### config.mk
export PLATFORM = sky130hd
export DESIGN_NAME = door_opener_controller_unit
export DESIGN_NICKNAME = d
export VERILOG_FILES = /design/src/rtl/core/doc_pkg.sv /design/src/rtl/core/door_opener_controller_unit.sv /design/src/rtl/core/doc_step.sv
export VERILOG_INCLUDE_DIRS = /design/src /design/src/rtl/core
export SDC_FILE = /design/constraint.sdc
export NUM_CORES = 1
export LEC_CHECK = 0
export BUFFER_PORTS_ARGS = -buffer_cell sky130_fd_sc_hd__buf_2
export CAP_MARGIN = 20
export CORE_MARGIN = 4
export CORE_UTILIZATION = 50
export DETAILED_ROUTE_END_ITERATION = 16
export HOLD_SLACK_MARGIN = 0.12
export PLACE_DENSITY = 0.81
export REMOVE_ABC_BUFFERS = 1
export SLEW_MARGIN = 20
export SYNTH_ARGS = -nofsm -noshare
export SYNTH_HDL_FRONTEND = slang
export SYNTH_SLANG_ARGS = --single-unit
### constraint.sdc
create_clock -name clk -period 9.6 [get_ports clk]
set_input_delay 0.48 -clock clk [delete_from_list [all_inputs] [get_ports clk]]
set_output_delay 0.48 -clock clk [all_outputs]
set_load 0.05 [all_outputs]
### src/rtl/core/assert_macros.svh
// Assertion helpers shared by the RTL of the door controller.
// Every check is sampled on the rising edge of clk and is held off while rst is high.
`ifndef ASSERT_MACROS_SVH
`define ASSERT_MACROS_SVH

// Property that must hold on every clock edge.
`define ASSERT_CLK(label, prop, msg) \
  label: assert property (@(posedge clk) disable iff (rst) (prop)) else $error(msg);

// Implication that must hold from the antecedent cycle onwards.
`define ASSERT_IMPL(label, ante, cons, msg) \
  label: assert property (@(posedge clk) disable iff (rst) (ante) |-> (cons)) else $error(msg);

// Implication whose consequent is checked in the cycle after the antecedent.
`define ASSERT_NEXT(label, ante, cons, msg) \
  label: assert property (@(posedge clk) disable iff (rst) (ante) |=> (cons)) else $error(msg);

`endif

### src/rtl/core/doc_pkg.sv
`default_nettype none

package doc_pkg;

  // Number of travel steps between fully closed and fully open.
  localparam logic [2:0] TRAVEL_STEPS = 3'd5;

  // Reset values of the configuration registers and of the countdown.
  localparam logic [7:0] AUTO_CLOSE_RESET = 8'd10;
  localparam logic [1:0] SENSORS_RESET    = 2'd1;

  // Indexes of the configuration registers.
  localparam logic CFG_AUTO_CLOSE = 1'b0;
  localparam logic CFG_SENSORS    = 1'b1;

  // Event kinds carried on the input side.
  localparam logic [2:0] KIND_TICK   = 3'd0;
  localparam logic [2:0] KIND_OPEN   = 3'd1;
  localparam logic [2:0] KIND_STOP   = 3'd2;
  localparam logic [2:0] KIND_CLOSE  = 3'd3;
  localparam logic [2:0] KIND_SENSOR = 3'd4;

  // Door state codes as reported on the output side.
  localparam logic [2:0] CODE_CLOSED  = 3'd0;
  localparam logic [2:0] CODE_CLOSING = 3'd1;
  localparam logic [2:0] CODE_OPENED  = 3'd2;
  localparam logic [2:0] CODE_OPENING = 3'd3;
  localparam logic [2:0] CODE_BLOCKED = 3'd4;
  localparam logic [2:0] CODE_STOPPED = 3'd5;

  typedef enum logic [5:0] {
    MODE_CLOSED  = 6'b000001,
    MODE_CLOSING = 6'b000010,
    MODE_OPENED  = 6'b000100,
    MODE_OPENING = 6'b001000,
    MODE_BLOCKED = 6'b010000,
    MODE_STOPPED = 6'b100000
  } mode_t;

  typedef struct packed {
    mode_t      mode;
    logic [2:0] position;
    logic [7:0] countdown;
  } door_t;

  function automatic logic [2:0] mode_code(input mode_t mode);
    logic [2:0] code;
    unique case (mode)
      MODE_CLOSED:  code = CODE_CLOSED;
      MODE_CLOSING: code = CODE_CLOSING;
      MODE_OPENED:  code = CODE_OPENED;
      MODE_OPENING: code = CODE_OPENING;
      MODE_BLOCKED: code = CODE_BLOCKED;
      MODE_STOPPED: code = CODE_STOPPED;
      default:      code = CODE_CLOSED;
    endcase
    return code;
  endfunction

endpackage

`default_nettype wire

### src/rtl/core/door_opener_controller_unit.sv
// Garage door controller.
// Input stream: one event per request. s_tuser carries the event kind (tick, open,
// stop, close, sensor update); s_tdata carries the sensor levels, read on sensor
// updates only. Output stream: one result per input request, giving the door
// state, the travel position, a moving flag and the auto-close countdown as they
// stand after the event.
// A result is presented on m_tvalid in the cycle after its request is taken.
// Throughput: one request per cycle; the state update is a single pass of logic
// from the current state and the incoming event into the state and result registers.
// When the receiver stalls, the one result register holds its content and
// s_tready drops until that result has been taken; nothing is lost or repeated.
// Configuration: cfg_addr 0 sets the auto-close tick count and cfg_addr 1 the
// number of sensors in use. Writes take effect at once and belong in idle periods.
// Reset (synchronous, rst high): the door is closed at position zero, the countdown
// holds ten, the registers return to ten ticks and one sensor, and no result is
// pending.
`default_nettype none
`include "assert_macros.svh"

module door_opener_controller_unit
  import doc_pkg::*;
(
  input  wire logic        clk,
  input  wire logic        rst,
  input  wire logic        s_tvalid,
  output logic             s_tready,
  input  wire logic [7:0]  s_tdata,  // [2:0] sensor_levels, [7:3] zero
  input  wire logic [2:0]  s_tuser,  // [2:0] kind
  output logic             m_tvalid,
  input  wire logic        m_tready,
  output logic [15:0]      m_tdata,  // [2:0] door_state, [5:3] travel_position,
                                     // [6] moving, [14:7] close_countdown, [15] zero
  input  wire logic        cfg_we,
  input  wire logic        cfg_addr,
  input  wire logic [7:0]  cfg_data
);

  logic [7:0] auto_close_ticks;
  logic [1:0] sensors_in_use;
  door_t      door;
  door_t      door_next;
  logic       s_accept;
  logic       m_accept;
  logic       moving_next;
  logic [7:0] countdown_next;

  always_ff @(posedge clk) begin
    if (rst) begin
      auto_close_ticks <= AUTO_CLOSE_RESET;
      sensors_in_use   <= SENSORS_RESET;
    end else if (cfg_we) begin
      unique case (cfg_addr)
        CFG_AUTO_CLOSE: auto_close_ticks <= cfg_data;
        CFG_SENSORS:    sensors_in_use   <= cfg_data[1:0];
        default:        auto_close_ticks <= auto_close_ticks;
      endcase
    end
  end

  doc_step u_step (
    .kind             (s_tuser),
    .sensor_levels    (s_tdata[2:0]),
    .auto_close_ticks (auto_close_ticks),
    .sensors_in_use   (sensors_in_use),
    .cur              (door),
    .nxt              (door_next)
  );

  assign m_accept = m_tvalid && m_tready;
  assign s_tready = !m_tvalid || m_tready;
  assign s_accept = s_tvalid && s_tready;

  assign moving_next    = (door_next.mode == MODE_OPENING) || (door_next.mode == MODE_CLOSING);
  assign countdown_next = (door_next.mode == MODE_OPENED) ? door_next.countdown : 8'd0;

  always_ff @(posedge clk) begin
    if (rst) begin
      door.mode      <= MODE_CLOSED;
      door.position  <= 3'd0;
      door.countdown <= AUTO_CLOSE_RESET;
    end else if (s_accept) begin
      door <= door_next;
    end
  end

  always_ff @(posedge clk) begin
    if (rst) begin
      m_tvalid <= 1'b0;
    end else if (s_accept) begin
      m_tvalid <= 1'b1;
    end else if (m_accept) begin
      m_tvalid <= 1'b0;
    end
  end

  always_ff @(posedge clk) begin
    if (s_accept) begin
      m_tdata <= {1'b0, countdown_next, moving_next, door_next.position,
                  mode_code(door_next.mode)};
    end
  end

  `ASSERT_CLK(a_pos_range, door.position <= TRAVEL_STEPS, "position beyond full travel")
  `ASSERT_IMPL(a_no_take_on_stall, m_tvalid && !m_tready, !s_tready,
    "request taken while a result is stalled")
  `ASSERT_IMPL(a_moving_flag, m_tvalid,
    m_tdata[6] == (m_tdata[2:0] == CODE_OPENING || m_tdata[2:0] == CODE_CLOSING),
    "moving flag disagrees with reported state")
  `ASSERT_IMPL(a_countdown_zero, m_tvalid && m_tdata[2:0] != CODE_OPENED,
    m_tdata[14:7] == 8'd0, "countdown reported outside the opened state")
  `ASSERT_NEXT(a_state_held, !s_accept, $stable(door), "door state changed without a request")

endmodule

`default_nettype wire

### src/rtl/core/doc_step.sv
`default_nettype none

module doc_step
  import doc_pkg::*;
(
  input  wire logic [2:0] kind,
  input  wire logic [2:0] sensor_levels,
  input  wire logic [7:0] auto_close_ticks,
  input  wire logic [1:0] sensors_in_use,
  input  wire door_t      cur,
  output door_t           nxt
);

  door_t      tick_st;
  logic       is_moving;
  logic [2:0] sensor_mask;
  logic       obstacle;

  // Tick: step the position, complete the motion at an end, then run the
  // auto-close countdown (also on the tick that has just finished opening).
  always_comb begin
    tick_st   = cur;
    is_moving = (cur.mode == MODE_OPENING) || (cur.mode == MODE_CLOSING);
    if (cur.mode == MODE_OPENING && cur.position < TRAVEL_STEPS) begin
      tick_st.position = cur.position + 3'd1;
    end
    if (cur.mode == MODE_CLOSING && cur.position != 3'd0) begin
      tick_st.position = cur.position - 3'd1;
    end
    if (is_moving && (tick_st.position == 3'd0 || tick_st.position == TRAVEL_STEPS)) begin
      if (cur.mode == MODE_OPENING) begin
        tick_st.mode      = MODE_OPENED;
        tick_st.countdown = auto_close_ticks;
      end else begin
        tick_st.mode = MODE_CLOSED;
      end
    end
    if (tick_st.mode == MODE_OPENED) begin
      if (tick_st.countdown == 8'd0) begin
        tick_st.mode = MODE_CLOSING;
      end else begin
        tick_st.countdown = tick_st.countdown - 8'd1;
      end
    end
  end

  // A setting of zero sensors behaves as one sensor.
  always_comb begin
    case (sensors_in_use)
      2'd2:    sensor_mask = 3'b011;
      2'd3:    sensor_mask = 3'b111;
      default: sensor_mask = 3'b001;
    endcase
    obstacle = (sensor_levels & sensor_mask) != sensor_mask;
  end

  always_comb begin
    nxt = cur;
    unique case (kind)
      KIND_TICK: begin
        nxt = tick_st;
      end
      KIND_OPEN: begin
        if (cur.mode == MODE_CLOSED || cur.mode == MODE_STOPPED) begin
          nxt.mode = MODE_OPENING;
        end
      end
      KIND_STOP: begin
        if (cur.mode == MODE_OPENING || cur.mode == MODE_CLOSING) begin
          nxt.mode = MODE_STOPPED;
        end
      end
      KIND_CLOSE: begin
        if (cur.mode == MODE_OPENED || cur.mode == MODE_STOPPED) begin
          nxt.mode = MODE_CLOSING;
        end
      end
      KIND_SENSOR: begin
        if (obstacle) begin
          nxt.mode = MODE_BLOCKED;
        end else if (cur.mode == MODE_BLOCKED) begin
          if (cur.position == 3'd0) begin
            nxt.mode = MODE_CLOSED;
          end else if (cur.position == TRAVEL_STEPS) begin
            nxt.mode      = MODE_OPENED;
            nxt.countdown = auto_close_ticks;
          end else begin
            nxt.mode = MODE_STOPPED;
          end
        end
      end
      default: begin
        nxt = cur;
      end
    endcase
  end

endmodule

`default_nettype wire

==> results.cfg <==
[final_layout]
nFillCells = 596
n_antenna_cell = 0
nets = 418
multi_input_area_mm2 = 0.00190
final_core_util_pct = 56.3
design_area_mm2 = 0.00335
areaGrowthSynthToFinish_pct = 8.85
drive_gt1_share_pct = 17.7
seq_area_mm2 = 0.00101

[cts]
cts_setup_buffers = 0
cts_buffer_depth = 2
path_clk_slew_ns = 0.09
numClockSinks = 43
clk_latency_ns = 0.30
cts_hold_buf = 0
cts.htree.levels = 2
cts_tree = yes
cts_made_buffers = 5
cts_resized = 0
cts-root-buf = clkbuf_8

[global_routing]
antenna_found_initial = 0
grt_usage_pct = 20.8
grt_pass1_vias = 2644
grt_max_degree = 41
overflow = 0
grt_first_pass_wirelength_mm = 12.6

[floorplan]
core_mm2 = 0.00596
initial_utilization_pct = 51.7
die_h_um = 86.5
ios = 43
rows = 28
dieArea_mm2 = 0.00748
die_w_um = 86.5

[pwr]
clockPowerShare_pct = 31.9
power_frac_comb_pct = 20.8
peakVddDrop_v = 0.0000760
power_frac_seq_pct = 47.3
p_sw_share_pct = 31.3
cellLeakagePower_nw = 1.26
p_int_w = 0.000306
p_switching_w = 0.000139
power_density_mw_per_mm2 = 133

[worst_setup_path]
cp.arrival_ns = 5.13
end_kind = register
cp.required_ns = 9.71
critPathKind = register to register
cp_max_fo = 12
crit_path_start_kind = register

[route]
vias = 2866
wl_mm = 7.42
drc = 0
viasPerCell = 6.18
first_pass_iters = 6
antenna_left = 0
wire_per_inst_um = 16.0
drt_iter0_drc = 329

[sta]
worst_pin_slew_ns = 0.909
rsz0062_at_grt = no
fin_tns_setup_ns = 0
setup_viol = 0
hold_viol = 0
slew_headroom_pct = 39.2
period_share_pct = 52.3
fmax_mhz = 199
skew_ns = 0.00719
min_period_ns = 5.02
slew_viol_final = 0

[worst_hold_path]
holdCritPathClass = input pin to register

[synth]
synth.most_common_cell = nand2_1
ys_types = 68
synth_ff_type = dfxtp_1
synth_top_family_by_area = simple AND/OR/NAND/NOR gates
synth_fa_ha_area_share_pct = 2.03
syn_area_mm2 = 0.00308
async_flop_share_pct = 0
synthMuxAreaShare_pct = 2.35
syn-instance-count = 368
synth_edf_count = 15
synth_common_cells = nand2_1, nor2_1, dfxtp_1, a21oi_1
synth-xor-area-share_pct = 6.50
avgSynthCellArea_um2 = 8.37
yosysTopAreaCell = dfxtp_1
yosys_warnings = 0
synth-compound-area-share_pct = 22.9
yosysTopAreaCellShare_pct = 18.2
synth-seq-cells = 43
synth_area_leaders = dfxtp_1, edfxtp_1, nand2_1
synthSimpleGateAreaFrac_pct = 27.9
ys_seq_area_share_pct = 32.8

[place]
place.gp.congestion = 0.965
hpwl_mm = 5.36
port_buffers = 36
placed_area_mm2 = 0.00324

[job]
cap_violations = 0

[run_status]
status = finished clean
[cells by family (layout without fill, tap and decap cells)]
logic type,Yosys count,after routing
compound gates,90,90
xor+xnor,22,22
buf+inv,36,57
mux,7,7
fa+ha+maj,5,5
other cells,1,1
flops,43,43
simple gates,164,164
[critical path: stages, from the launching register on]
cell,delay (ns)
dfxtp_1,0.60
or3b_1,0.49
or3_4,0.42
a211oi_2,0.34
xor2_1,0.18
nor3_1,0.59
mux2_2,0.31
inv_1,0.05
ha_1,0.27
nand4_1,0.16
nand2_1,0.12
a41o_4,0.30
nor2_1,0.36
a32oi_1,0.24
a2111oi_2,0.38
[layout make-up]
type                       count  area share (%)
clock buffer                   5            2.05
clock inverter                 3            1.31
inverter                      12            1.34
multi-input combinational    289            56.8
sequential                    43            30.1
tap                           75            2.80
timing repair buffer          37            5.59
[path summary, 6_finish.rpt]
path | depth (start not counted) | slack (ns) | to | startpoint
setup / recovery | 14 | 4.58 | m_tdata[14]$_SDFFCE_PN0P_ | door[14]$_SDFFE_PP0P_
hold / removal | 3 | 0.39 | auto_close_ticks[3]$_SDFFE_PP1P_ | cfg_data[3]
setup reg to reg | 14 | 4.58 | m_tdata[14]$_SDFFCE_PN0P_ | door[14]$_SDFFE_PP0P_
hold reg to reg | 1 | 0.46 | sensors_in_use[0]$_SDFFE_PP1P_ | sensors_in_use[0]$_SDFFE_PP1P_
[power groups by stage]
stage	clock network [W]	registers [W]	logic [W]
2_1_floorplan	0	0.000225	0.0000544
3_3_place_gp	0	0.000214	0.0000888
3_5_place_dp	0	0.000215	0.0000915
4_1_cts	0.000144	0.000211	0.0000922
5_1_grt	0.000155	0.000213	0.000101
6_report	0.000142	0.000211	0.0000925
[registers in the layout, summed over array words and instances (netlist names)]
name,count
sensors_in_use,2
auto_close_ticks,8
m_tdata,15
m_tvalid,1
door,17
[routing by layer]
layer | global-route usage, % | vias to the layer above | share of wire, %
met5 | 0 | - | 0
met4 | 4.82 | 0 | 1.8
met3 | 3.23 | 18 | 6.1
met2 | 34.4 | 115 | 47
met1 | 28.7 | 1340 | 45
li1 | - | 1393 | -
[through the flow]
stage	hold slack, ns	total power (W)	instances	worst slack [ns]
final	0.388	0.000446	464	4.58
after global routing	0.377	0.000469	464	4.25
after CTS	0.388	0.000447	464	4.68
after detailed placement	0.446	0.000306	456	4.73
after global placement	0.440	0.000303	456	4.81
after floorplan	0.427	0.000280	344	5.46
[cell usage in the layout (no fill, tap or decap), drive strengths merged, types with 5 or more instances in the layout]
cell type	instances
a31oi	7
edfxtp	15
inv	11
nand2b	6
nor2b	6
xor2	10
nand2	48
a21oi	20
a222oi	5
mux2i	5
o31ai	6
xnor2	12
buf	37
clkbuf	5
nand4	5
nor3	18
ha	5
a211oi	14
nor2	33
nand3b	7
nand3	11
o21ai	9
nor4	8
dfxtp	28
Power figures use the tool's default switching activity.
